<file path="src/afrf_pkg.sv">
`default_nettype none

package afrf_pkg;

    // buffer limit default and field widths
    localparam int FRAME_BUF_BYTES_DEF = 64;
    localparam int FRAME_LEN_W         = 7;
    localparam int KIND_W              = 3;
    localparam int FB_COUNT            = 7;   // frame bytes 2..8 are kept
    localparam int FB_FIRST            = 2;
    localparam int APB_ADDR_W          = 3;
    localparam int APB_DATA_W          = 32;

    // register reset values
    localparam logic [7:0] HEAD_RESET = 8'h66;
    localparam logic [7:0] TAIL_RESET = 8'hFD;

    // register indexes
    localparam logic REG_HEAD = 1'b0;
    localparam logic REG_TAIL = 1'b1;

    // command codes
    localparam logic [7:0] CMD_ALARM       = 8'h68;
    localparam logic [7:0] CMD_FAULT       = 8'h03;
    localparam logic [7:0] CMD_RESET       = 8'h20;
    localparam logic [7:0] CMD_READING     = 8'h10;
    localparam logic [7:0] CMD_ALARM_VALUE = 8'h17;

    // status value of the alarm reading class
    localparam logic [7:0] STATUS_ALARM = 8'h01;

    // event kinds
    localparam logic [KIND_W-1:0] KIND_RESET   = 3'd0;
    localparam logic [KIND_W-1:0] KIND_FIRE    = 3'd1;
    localparam logic [KIND_W-1:0] KIND_FAULT   = 3'd2;
    localparam logic [KIND_W-1:0] KIND_READING = 3'd3;
    localparam logic [KIND_W-1:0] KIND_VALUE   = 3'd4;

    // completed frame handed from the front end to the decoder
    typedef struct packed {
        logic [FB_COUNT-1:0][7:0]  bytes;
        logic [FRAME_LEN_W-1:0]    len;
    } frame_rec_t;

endpackage

`default_nettype wire

</file>
<file path="src/afrf_front.sv">
`default_nettype none

module afrf_front
    import afrf_pkg::*;
#(
    parameter int FRAME_BUF_BYTES = FRAME_BUF_BYTES_DEF
)
(
    input  wire logic       clk,
    input  wire logic       rst_n,
    input  wire logic [7:0] head_byte,
    input  wire logic [7:0] tail_byte,
    input  wire logic       in_valid,
    output logic            in_ready,
    input  wire logic [7:0] rx_byte,
    input  wire logic       q_full,
    output logic            push,
    output frame_rec_t      rec
);

    localparam int CNT_W = $clog2(FRAME_BUF_BYTES);
    localparam logic [CNT_W-1:0] CNT_LIMIT = CNT_W'(FRAME_BUF_BYTES - 2);

    logic                      in_frame_reg, in_frame_next;
    logic [CNT_W-1:0]          count_reg, count_next;
    logic [FB_COUNT-1:0][7:0]  work_reg, work_next;
    logic [FB_COUNT-1:0][7:0]  frame_reg, frame_next;
    logic [FB_COUNT-1:0][7:0]  merged;
    logic [CNT_W-1:0]          count_inc;
    logic                      accept;
    logic                      is_tail;

    assign in_ready  = !q_full;
    assign accept    = in_valid && !q_full;
    assign count_inc = count_reg + 1'b1;
    assign is_tail   = (rx_byte == tail_byte);

    always_comb
    begin
        for (int i = 0; i < FB_COUNT; i++)
        begin
            work_next[i] = (accept && count_reg == CNT_W'(i + FB_FIRST)) ? rx_byte
                                                                          : work_reg[i];
            // positions past the frame length keep the older frame's bytes
            merged[i]    = (CNT_W'(i + FB_FIRST) < count_inc) ? work_next[i] : frame_reg[i];
        end
    end

    always_comb
    begin
        in_frame_next = in_frame_reg;
        count_next    = count_reg;
        frame_next    = frame_reg;
        if (accept)
        begin
            if (!in_frame_reg)
            begin
                if (rx_byte == head_byte)
                begin
                    in_frame_next = 1'b1;
                    count_next    = count_inc;
                end
                else
                begin
                    count_next = '0;
                end
            end
            else if (!is_tail)
            begin
                if (count_inc >= CNT_LIMIT)
                begin
                    in_frame_next = 1'b0;
                    count_next    = '0;
                end
                else
                begin
                    count_next = count_inc;
                end
            end
            else
            begin
                in_frame_next = 1'b0;
                count_next    = '0;
                frame_next    = merged;
            end
        end
    end

    assign push      = accept && in_frame_reg && is_tail;
    assign rec.bytes = merged;
    assign rec.len   = FRAME_LEN_W'(count_inc);

    always_ff @(posedge clk or negedge rst_n)
    begin
        if (!rst_n)
        begin
            in_frame_reg <= 1'b0;
            count_reg    <= '0;
            work_reg     <= '0;
            frame_reg    <= '0;
        end
        else
        begin
            in_frame_reg <= in_frame_next;
            count_reg    <= count_next;
            work_reg     <= work_next;
            frame_reg    <= frame_next;
        end
    end

endmodule

`default_nettype wire

</file>
<file path="src/afrf_queue.sv">
`default_nettype none

module afrf_queue
    import afrf_pkg::*;
(
    input  wire logic       clk,
    input  wire logic       rst_n,
    input  wire logic       push,
    input  wire frame_rec_t push_rec,
    output logic            full,
    output logic            q_valid,
    output frame_rec_t      q_rec,
    input  wire logic       pop
);

    frame_rec_t  mem_reg [2];
    logic        wr_ptr_reg, wr_ptr_next;
    logic        rd_ptr_reg, rd_ptr_next;
    logic [1:0]  fill_reg, fill_next;

    assign full    = (fill_reg == 2'd2);
    assign q_valid = (fill_reg != 2'd0);
    assign q_rec   = mem_reg[rd_ptr_reg];

    always_comb
    begin
        wr_ptr_next = push ? !wr_ptr_reg : wr_ptr_reg;
        rd_ptr_next = pop  ? !rd_ptr_reg : rd_ptr_reg;
        fill_next   = fill_reg + {1'b0, push} - {1'b0, pop};
    end

    always_ff @(posedge clk)
    begin
        if (push)
        begin
            mem_reg[wr_ptr_reg] <= push_rec;
        end
    end

    always_ff @(posedge clk or negedge rst_n)
    begin
        if (!rst_n)
        begin
            wr_ptr_reg <= 1'b0;
            rd_ptr_reg <= 1'b0;
            fill_reg   <= 2'd0;
        end
        else
        begin
            wr_ptr_reg <= wr_ptr_next;
            rd_ptr_reg <= rd_ptr_next;
            fill_reg   <= fill_next;
        end
    end

endmodule

`default_nettype wire

</file>
<file path="src/afrf_back.sv">
`default_nettype none

module afrf_back
    import afrf_pkg::*;
(
    input  wire logic                   clk,
    input  wire logic                   rst_n,
    input  wire logic                   q_valid,
    input  wire frame_rec_t             q_rec,
    output logic                        pop,
    output logic                        out_valid,
    input  wire logic                   out_ready,
    output logic [KIND_W-1:0]           event_kind,
    output logic [7:0]                  controller_addr,
    output logic [7:0]                  loop_number,
    output logic [7:0]                  device_number,
    output logic [15:0]                 reading_value,
    output logic [7:0]                  status_byte,
    output logic [FRAME_LEN_W-1:0]      frame_length
);

    logic                    out_valid_reg, out_valid_next;
    logic [KIND_W-1:0]       kind_reg;
    logic [7:0]              ctrl_reg, loop_reg, dev_reg, status_reg;
    logic [15:0]             value_reg;
    logic [FRAME_LEN_W-1:0]  len_reg;
    logic [23:0]             last_addr_reg;
    logic                    alarm_sent_reg, alarm_sent_next;
    logic                    normal_sent_reg, normal_sent_next;

    logic [7:0]              cmd;
    logic [23:0]             addr;
    logic [KIND_W-1:0]       kind;
    logic                    emit;
    logic                    has_reading;

    assign cmd  = q_rec.bytes[1];
    assign addr = {q_rec.bytes[0], q_rec.bytes[2], q_rec.bytes[3]};
    assign pop  = q_valid && (!out_valid_reg || out_ready);

    always_comb
    begin
        kind             = KIND_RESET;
        emit             = 1'b0;
        alarm_sent_next  = 1'b0;
        normal_sent_next = 1'b0;
        if (cmd == CMD_READING)
        begin
            kind             = KIND_READING;
            alarm_sent_next  = alarm_sent_reg;
            normal_sent_next = normal_sent_reg;
            if (addr == last_addr_reg)
            begin
                if (q_rec.bytes[6] == STATUS_ALARM)
                begin
                    emit            = !alarm_sent_reg;
                    alarm_sent_next = 1'b1;
                end
                else
                begin
                    emit             = !normal_sent_reg;
                    normal_sent_next = 1'b1;
                end
            end
            else
            begin
                // new address: forget both classes, nothing forwarded
                alarm_sent_next  = 1'b0;
                normal_sent_next = 1'b0;
            end
        end
        else
        begin
            emit = 1'b1;
            priority case (cmd)
                CMD_RESET:       kind = KIND_RESET;
                CMD_ALARM:       kind = KIND_FIRE;
                CMD_FAULT:       kind = KIND_FAULT;
                CMD_ALARM_VALUE: kind = KIND_VALUE;
                default:         emit = 1'b0;
            endcase
        end
    end

    assign has_reading = (kind == KIND_READING) || (kind == KIND_VALUE);

    always_comb
    begin
        out_valid_next = out_valid_reg;
        if (out_valid_reg && out_ready)
        begin
            out_valid_next = 1'b0;
        end
        if (pop && emit)
        begin
            out_valid_next = 1'b1;
        end
    end

    always_ff @(posedge clk)
    begin
        if (pop && emit)
        begin
            kind_reg   <= kind;
            ctrl_reg   <= q_rec.bytes[0];
            loop_reg   <= (kind == KIND_RESET) ? 8'd0 : q_rec.bytes[2];
            dev_reg    <= (kind == KIND_RESET) ? 8'd0 : q_rec.bytes[3];
            value_reg  <= has_reading ? {q_rec.bytes[4], q_rec.bytes[5]} : 16'd0;
            status_reg <= has_reading ? q_rec.bytes[6] : 8'd0;
            len_reg    <= q_rec.len;
        end
    end

    always_ff @(posedge clk or negedge rst_n)
    begin
        if (!rst_n)
        begin
            out_valid_reg   <= 1'b0;
            last_addr_reg   <= '0;
            alarm_sent_reg  <= 1'b0;
            normal_sent_reg <= 1'b0;
        end
        else
        begin
            out_valid_reg <= out_valid_next;
            if (pop)
            begin
                last_addr_reg   <= addr;
                alarm_sent_reg  <= alarm_sent_next;
                normal_sent_reg <= normal_sent_next;
            end
        end
    end

    assign out_valid       = out_valid_reg;
    assign event_kind      = kind_reg;
    assign controller_addr = ctrl_reg;
    assign loop_number     = loop_reg;
    assign device_number   = dev_reg;
    assign reading_value   = value_reg;
    assign status_byte     = status_reg;
    assign frame_length    = len_reg;

endmodule

`default_nettype wire

</file>
<file path="src/alarm_frame_receiver_filter_top.sv">
// path: a frame passes from the tail byte transaction through the frame queue and then
//   the output register before its event transaction
// throughput: one byte per cycle; the front end stalls only while the two-entry
//   frame queue is full, which needs the output held back over two tails
// reset: rst_n is asynchronous, active low; it idles the receiver, clears the
//   kept frame bytes, last address and reading classes, and loads the default
//   head and tail bytes
`default_nettype none

module alarm_frame_receiver_filter_top
    import afrf_pkg::*;
#(
    parameter int FRAME_BUF_BYTES = FRAME_BUF_BYTES_DEF
)
(
    input  wire logic                   clk,
    input  wire logic                   rst_n,
    // apb configuration port
    input  wire logic                   psel,
    input  wire logic                   penable,
    input  wire logic                   pwrite,
    input  wire logic [APB_ADDR_W-1:0]  paddr,
    input  wire logic [APB_DATA_W-1:0]  pwdata,
    output logic [APB_DATA_W-1:0]       prdata,
    output logic                        pready,
    // received byte channel
    input  wire logic                   in_valid,
    output logic                        in_ready,
    input  wire logic [7:0]             rx_byte,
    // event channel
    output logic                        out_valid,
    input  wire logic                   out_ready,
    output logic [KIND_W-1:0]           event_kind,
    output logic [7:0]                  controller_addr,
    output logic [7:0]                  loop_number,
    output logic [7:0]                  device_number,
    output logic [15:0]                 reading_value,
    output logic [7:0]                  status_byte,
    output logic [FRAME_LEN_W-1:0]      frame_length
);

    // frame delimiter registers
    logic [7:0]  head_reg, tail_reg;
    logic        cfg_wr;
    logic        reg_sel;

    // front end to queue to decoder
    logic        push;
    frame_rec_t  push_rec;
    logic        q_full;
    logic        q_valid;
    frame_rec_t  q_rec;
    logic        pop;

    // register index is the word address; writes land in the access phase
    assign reg_sel = paddr[APB_ADDR_W-1];
    assign cfg_wr  = psel && penable && pwrite;
    assign pready  = 1'b1;
    assign prdata  = {{(APB_DATA_W-8){1'b0}}, (reg_sel == REG_TAIL) ? tail_reg : head_reg};

    always_ff @(posedge clk or negedge rst_n)
    begin
        if (!rst_n)
        begin
            head_reg <= HEAD_RESET;
            tail_reg <= TAIL_RESET;
        end
        else if (cfg_wr)
        begin
            unique case (reg_sel)
                REG_HEAD: head_reg <= pwdata[7:0];
                REG_TAIL: tail_reg <= pwdata[7:0];
            endcase
        end
    end

    // front end: delimits frames, captures bytes 2..8, merges with the last frame
    afrf_front #(
        .FRAME_BUF_BYTES (FRAME_BUF_BYTES)
    ) u_front (
        .clk       (clk),
        .rst_n     (rst_n),
        .head_byte (head_reg),
        .tail_byte (tail_reg),
        .in_valid  (in_valid),
        .in_ready  (in_ready),
        .rx_byte   (rx_byte),
        .q_full    (q_full),
        .push      (push),
        .rec       (push_rec)
    );

    // short queue of completed frames
    afrf_queue u_queue (
        .clk      (clk),
        .rst_n    (rst_n),
        .push     (push),
        .push_rec (push_rec),
        .full     (q_full),
        .q_valid  (q_valid),
        .q_rec    (q_rec),
        .pop      (pop)
    );

    // back end: command decode, reading filter, output register
    afrf_back u_back (
        .clk             (clk),
        .rst_n           (rst_n),
        .q_valid         (q_valid),
        .q_rec           (q_rec),
        .pop             (pop),
        .out_valid       (out_valid),
        .out_ready       (out_ready),
        .event_kind      (event_kind),
        .controller_addr (controller_addr),
        .loop_number     (loop_number),
        .device_number   (device_number),
        .reading_value   (reading_value),
        .status_byte     (status_byte),
        .frame_length    (frame_length)
    );

`ifndef SYNTHESIS
    // no frame is written into a full queue
    a_no_overflow: assert property (@(posedge clk) disable iff (!rst_n)
        q_full |-> !push)
        else $error("frame pushed into full queue");

    // a reset event carries no loop or device
    a_reset_event: assert property (@(posedge clk) disable iff (!rst_n)
        (out_valid && event_kind == KIND_RESET) |->
            (loop_number == 8'd0 && device_number == 8'd0))
        else $error("reset event with loop or device set");

    // a frame holds at least its head and tail
    a_min_length: assert property (@(posedge clk) disable iff (!rst_n)
        out_valid |-> frame_length >= FRAME_LEN_W'(2))
        else $error("event with short frame length");

    // only reading kinds carry a value
    a_value_kind: assert property (@(posedge clk) disable iff (!rst_n)
        (out_valid && reading_value != 16'd0) |->
            (event_kind == KIND_READING || event_kind == KIND_VALUE))
        else $error("reading value on a non-reading event");
`endif

endmodule

`default_nettype wire
</file>
<file path="config.mk">
export PLATFORM = sky130hd
export DESIGN_NAME = alarm_frame_receiver_filter_top
export DESIGN_NICKNAME = d
export VERILOG_FILES = /design/src/afrf_pkg.sv /design/src/afrf_front.sv /design/src/afrf_queue.sv /design/src/afrf_back.sv /design/src/alarm_frame_receiver_filter_top.sv
export SDC_FILE = /design/constraint.sdc
export NUM_CORES = 1
export LEC_CHECK = 0
export BUFFER_PORTS_ARGS = -buffer_cell sky130_fd_sc_hd__buf_2
export CAP_MARGIN = 20
export CORE_ASPECT_RATIO = 1.5
export CORE_MARGIN = 2
export CORE_UTILIZATION = 40
export CTS_CLUSTER_DIAMETER = 100
export DETAILED_ROUTE_END_ITERATION = 16
export GPL_TIMING_DRIVEN = 0
export PLACE_DENSITY = 0.67
export RECOVER_POWER = 50
export SYNTH_ARGS = -nofsm -noshare
export SYNTH_HDL_FRONTEND = slang
export SYNTH_SLANG_ARGS = --single-unit
</file>
<file path="constraint.sdc">
create_clock -name clk -period 10.7 [get_ports clk]
set_clock_uncertainty 0.15 [all_clocks]
set_input_delay 1.605 -clock clk [delete_from_list [all_inputs] [get_ports clk]]
set_output_delay 1.605 -clock clk [all_outputs]
set_load 0.05 [all_outputs]
</file>
Yosys cells after proc, flatten, opt, wreduce, memory -nomap -nowiden

Memories as Yosys holds them, arrays and structs flattened.
Index checks and enable logic that the tools add are counted.

Register bits after elaboration: 224
Memory bits (writable): 124
Input port bits: 50
Output and inout port bits: 93
Word-level logic and storage cells: 137
Memories: 1

$add $sub $neg: 3
Order comparisons: 8
Equal/unequal tests: 21
Mux-type cells: 39
Bitwise logic cells: 1
Reduce and logical (&&, ||, !) cells: 32

Memories:

| memory          | depth | width | rd ports | clocked after Yosys merged registers in | wr ports | RTL line         | source |
|---|---|---|---|---|---|---|---|
| u_queue.mem_reg | 2     | 62    | 1        | 0                                       | 1        | afrf_queue.sv:16 | `frame_rec_t mem_reg [2];` |

Operators with widths:

| operator              | number |
|---|---|
| $mux W8               | 15 |
| $eq A24 B24 Y1        | 1 |
| $eq A6 B3 Y1 const B  | 4 |
| $lt A3 B6 Y1 const A  | 4 |
| $mux W6               | 4 |
| $mux W1               | 18 |
| $eq A8 B5 Y1 const B  | 2 |
| $eq A8 B8 Y1          | 2 |
| $logic_and A1 B1 Y1   | 15 |
| $eq A6 B2 Y1 const B  | 2 |
| $lt A2 B6 Y1 const A  | 2 |
| $pmux W3 S3           | 1 |
| $eq A8 B1 Y1 const B  | 1 |
| $eq A8 B2 Y1 const B  | 1 |
| $eq A8 B6 Y1 const B  | 1 |
| $eq A8 B7 Y1 const B  | 1 |
| $reduce_and A2 Y1     | 4 |
| $add A6 B1 Y6 const B | 1 |
| $eq A6 B4 Y1 const B  | 1 |
| $ge A6 B6 Y1 const B  | 1 |
| $logic_not A1 Y1      | 6 |
| $lt A4 B6 Y1 const A  | 1 |
| $ne A3 B3 Y1 const B  | 2 |
| $reduce_bool A2 Y1    | 2 |
| other kinds (11)      | 12 |

Depth between registers and ports, before layout

Depth after elaboration: 7
Gate-level depth with buffers: 9
Mapped depth without buffers: 7

Cells and area by module

From an unflattened synthesis, not the netlist that was laid out.

Cell total of the unflattened synthesis: 911
Area, all modules: 15234.6 sq um

Modules (own cells, without submodules):

| module                          | times used | cells each | area an instance (sq um) | sequential area each (sq um) |
|---|---|---|---|---|
| afrf_front                      | 1          | 409        | 5814.3                   | 2977.9 |
| afrf_queue                      | 1          | 211        | 5044.8                   | 3883.7 |
| afrf_back                       | 1          | 221        | 3439.5                   | 2417.3 |
| alarm_frame_receiver_filter_top | 1          | 70         | 935.9                    | 414.1 |

Worst setup path before layout

Ideal clock, no wire load.

Path kind: input-to-reg
Start: input rx_byte[3]
End: memory u_queue.mem_reg[0][0] (netlist name), enable pin
Setup time: 635 ps
Arrival: 8163 ps
Data required time: 9915 ps
Setup slack: 1752 ps
Cell stages on the path: 4
Buffers on the path: 1
Cell sequence: clkbuf_1 > xnor2_1 > nand4_1 > nor4_1

Cells in the longest elaborated chain, start to end: 4

Ends and longest elaborated chain:

| element                       | RTL line                              | source |
|---|---|---|
| start: declaration            | alarm_frame_receiver_filter_top.sv:29 | `input wire logic [7:0] rx_byte,` |
| $eq A8 B8 Y1                  | afrf_front.sv:36                      | `assign is_tail = (rx_byte == tail_byte);` |
| $logic_and A1 B1 Y1           | afrf_front.sv:89                      | `assign push = accept && in_frame_reg && is_tail;` |
| $mux W1                       | afrf_queue.sv:34                      | `if (push)` |
| $mux W1 (not written as such) | afrf_queue.sv:36                      | `mem_reg[wr_ptr_reg] <= push_rec;` |
| end: declaration              | afrf_queue.sv:16                      |  |

Every way passes these cells.

Worst setup path after layout

Start: register u_queue.rd_ptr_reg
End: register u_back.status_reg[1] (netlist: u_back.status_byte[1]), enable pin

Cells in the longest elaborated chain, start to end: 6
Elaborated cells between the ends (all ways): 14
Classes of those cells: eq/ne (7); mux (4); reduce/logical (2); memory (1)

Ends and longest elaborated chain:

| element                                                      | RTL line                         | source |
|---|---|---|
| start: declaration                                           | afrf_queue.sv:18                 | `logic rd_ptr_reg, rd_ptr_next;` |
| start signal: assignment                                     | afrf_queue.sv:51                 | `rd_ptr_reg <= rd_ptr_next;` |
| $mem_v2 Z2 W62 (*)                                           | --                               |  |
| $eq A8 B6 Y1 (tied with other cells)                         | afrf_back.sv:75                  | `priority case (cmd)` |
| $reduce_or A4 Y1 (no line) / $mux W1 (equally long branches) | --                               |  |
| $mux W1, on equally long branches                            | afrf_back.sv:75, afrf_back.sv:52 |  |
| $mux W1 (*)                                                  | afrf_back.sv:47                  | `if (cmd == CMD_READING)` |
| $logic_and A1 B1 Y1 (*)                                      | afrf_back.sv:102                 | `if (pop && emit)` |
| end signal: assignment                                       | afrf_back.sv:109                 | `status_reg <= has_reading ? q_rec.bytes[6] : 8'd0;` |
| end: declaration                                             | afrf_back.sv:24                  | `logic [7:0] ctrl_reg, loop_reg, dev_reg, status_reg;` |

Mark *: on every way between the ends. The rest lies on a longest branch, timed or not.
A chain may end at the register's enable or synchronous reset.

==> flow_summary.json <==
{
  "outcome": "finished, violations left",
  "violations": "capacitance limit, slew limit",
  "drive_gt1_share_pct": 22.4,
  "start_util_pct": 40.5,
  "internal-power_mw": 2.44,
  "grt_first_pass_wirelength_um": 45800,
  "synth_cell_types": 53,
  "path_clk_slew_ns": 0.06,
  "fmax_ghz": 0.213,
  "largest_reg_flops": 124,
  "syn_area_um2": 14500,
  "die_h_um": 237,
  "clockBufferDepth": 3,
  "drv_cap": 1,
  "clock_latency_ns": 0.54,
  "numCtsBuffers": 35,
  "cts-resized-gates": 0,
  "final_area_um2": 16800,
  "critPathLaunchType": "flop",
  "core_area_um2": 35700,
  "ys_async_sr_fraction_pct": 47.8,
  "period_share_pct": 43.9,
  "cts-root-buf": "clkbuf_16",
  "drc_errors": 0,
  "grt_pass1_vias": 8317,
  "finalMaxSlewViolations": 52,
  "crit_type": "flop to flop",
  "synth-seq-cells": 347,
  "grt_overflow": 0,
  "critical_path_required_ns": 10.76,
  "area_delta_synth_final_pct": 15.8,
  "nets": 1196,
  "fin_crit_ns": 4.70,
  "firstDrtPassIters": 4,
  "powerDensity_nw_per_um2": 200,
  "p_comb_share_pct": 16.9,
  "pwr-share-seq_pct": 46.2,
  "post_dp_cell_area_um2": 15700,
  "synth_edf_count": 181,
  "finalSetupViolCount": 0,
  "antenna_found_initial": 0,
  "hold_depth": 2,
  "ys_seq_area_share_pct": 66.4,
  "synth_cells": 985,
  "drtIter0Drc": 337,
  "worstHoldPathType": "flop to flop",
  "cts_tree": "built",
  "swShare_pct": 27.2,
  "worst_pin_slew_ns": 2.90,
  "n_fill_cell": 3179,
  "crit_slowest_cell": "and3_2",
  "post_cts_buffers": 0,
  "die_area_um2": 37800,
  "rsz0062_at_grt": "no",
  "grt_util_all_layers_pct": 15.6,
  "gp_congestion": 0.818,
  "critPathMaxStageDelay_ns": 0.83,
  "reg2reg_depth": 9,
  "cp_max_fo": 32,
  "avgSynthCellArea_um2": 14.7,
  "cts_sinks": 347,
  "power_mw": 3.35,
  "tns_ns": 0,
  "switchingPower_uw": 914,
  "die_x_um": 159,
  "crit_chain": "clkbuf_1 > buf_6 > mux2i_1 > xnor2_1 > nor4_1 > nand4_1 > o31ai_1 > and3_2 > buf_12",
  "utilization_pct": 46.9,
  "p_leak_nw": 7.01,
  "h-tree-depth": 2,
  "drt-total-wl_um": 29500,
  "synthFlopType": "edfxtp_1",
  "wl_per_cell_um": 18.0,
  "io_pins": 143,
  "final_antenna_net_count": 0,
  "peakVddDrop_v": 0.0000998,
  "crit_arrival_ns": 4.76,
  "final_hold_viol_count": 0,
  "rows": 85,
  "port_buffers": 81,
  "ys_warn_count": 0,
  "num_vias": 8035,
  "antenna_cells": 0,
  "endpoint_kind": "flop",
  "via_per_inst": 4.89,
  "slew_headroom_pct": -93.4,
  "hold_buffers": 0,
  "hpwlAfterDp_um": 20300,
  "clockPowerShare_pct": 36.9,
  "grt_max_degree": 116
}
## synth_stat cells, types with 4 or more instances
cell	count	area (um^2)
nand4_1	10	62.6
nor2_1	89	334
or3_1	4	25.0
o31ai_1	4	30.0
nor3b_1	5	37.5
buf_1	6	22.5
buf_2	11	55.1
and2_1	6	37.5
clkbuf_1	18	67.6
nor4_1	9	56.3
xor2_1	16	140
buf_6	4	45.0
mux2_4	8	120
nand3_1	7	35.0
dfstp_2	11	289
buf_4	27	203
nor3_1	9	45.0
edfxtp_1	181	5440
ha_1	8	100
o21ai_0	15	75.1
nand2_1	22	82.6
xnor2_1	29	254
dfrtp_1	155	3880
a21oi_1	44	220
mux2_2	159	1790
nand2b_1	4	25.0
mux2i_1	57	571
inv_1	25	93.8
## cells in the final DEF, fill, tap and decap left out, types with 5 or more instances in the layout
master / instances
dfstp_2: 11
clkbuf_1: 95
mux2_2: 110
nor4_1: 8
o21ai_0: 15
conb_1: 26
inv_1: 25
xnor2_1: 29
mux2_4: 8
mux2_1: 49
buf_4: 35
nor3b_1: 5
nor2_1: 89
buf_2: 28
nand2_1: 22
nand4_1: 10
dfrtp_1: 155
nor3_1: 10
ha_1: 8
clkbuf_16: 36
nand3_1: 8
mux2i_1: 57
and2_1: 5
xor2_1: 18
buf_6: 5
edfxtp_1: 181
a21oi_1: 44
## power groups by stage
| stage | combinational, mW | clock [mW] | sequential (mW) |
|---|---|---|---|
| final | 0.567 | 1.24 | 1.55 |
| after global routing | 0.611 | 1.31 | 1.56 |
| after CTS | 0.582 | 1.26 | 1.55 |
| after detailed placement | 0.580 | 0 | 1.58 |
| after global placement | 0.567 | 0 | 1.57 |
| after floorplan | 0.418 | 0 | 1.57 |
## stage by stage
step	hold slack (ns)	setup WS, ns	cells
2_1_floorplan	0.301	1.75	1009
3_3_place_gp	0.315	-2.52	1568
3_5_place_dp	0.323	5.49	1579
4_1_cts	0.335	6.01	1643
5_1_grt	0.360	5.73	1643
6_report	0.339	6.00	1643
## final cells by class
cell class,count,area (um^2),share of cell area [%]
flip-flops and latches,347,9600,57.3
multi-input cells,571,4460,26.6
plain buffers,66,388,2.31
inverters,25,93.8,0.560
repair buffers,92,449,2.68
clock inverters,17,206,1.23
well taps,478,598,3.57
clock buffers,47,962,5.74
## worst max-delay path: cells and delay by family (launching register included)
| kind | cells | cell delay [ns] |
|---|---|---|
| buffers and inverters | 3 | 0.95 |
| AND/OR/NAND/NOR | 3 | 1.89 |
| XOR/XNOR | 1 | 0.21 |
| multiplexers | 1 | 0.38 |
| AO/OA/AOI/OAI | 1 | 0.37 |
| flip-flops | 1 | 0.40 |
## per-layer routing
metal  part of all wire, %  GRT usage, %  vias to the layer above  wire length, um
li1                      -             -                     3815                -
met5                     0             0                        -                0
met2                    54          29.7                      187            16000
met4                   2.8          5.67                        0              822
met1                    39          17.3                     3980            11400
met3                   4.3          2.54                       53             1260
## path summary, 6_finish.rpt
kind | to | from | slack, ns
max | u_back.status_byte[1]$_SDFFCE_PN0P_ | u_queue.rd_ptr_reg$_DFFE_PN0P_ | 6.00
min | u_front.frame_reg[41]$_DFFE_PN0P_ | u_front.frame_reg[41]$_DFFE_PN0P_ | 0.34
max reg2reg | u_back.status_byte[1]$_SDFFCE_PN0P_ | u_queue.rd_ptr_reg$_DFFE_PN0P_ | 6.00
min reg2reg | u_front.frame_reg[41]$_DFFE_PN0P_ | u_front.frame_reg[41]$_DFFE_PN0P_ | 0.34
max in group asynchronous | u_front.work_reg[38]$_DFF_PN0_ | rst_n | 6.87
min in group asynchronous | u_front.frame_reg[46]$_DFFE_PN0P_ | rst_n | 1.86
## cell families after synthesis
kind of cell	after synthesis	share of synthesized area (%)
AOI/OAI and AO/OA	83	3.30
buffers and inverters	91	3.36
adders and majority gates	8	0.692
muxes	224	17.1
and+or+nand+nor	183	6.15
DFF	347	66.4
xor gates and xnor gates	47	2.95
other	2	0.0519
Power figures use the tool's default switching activity.
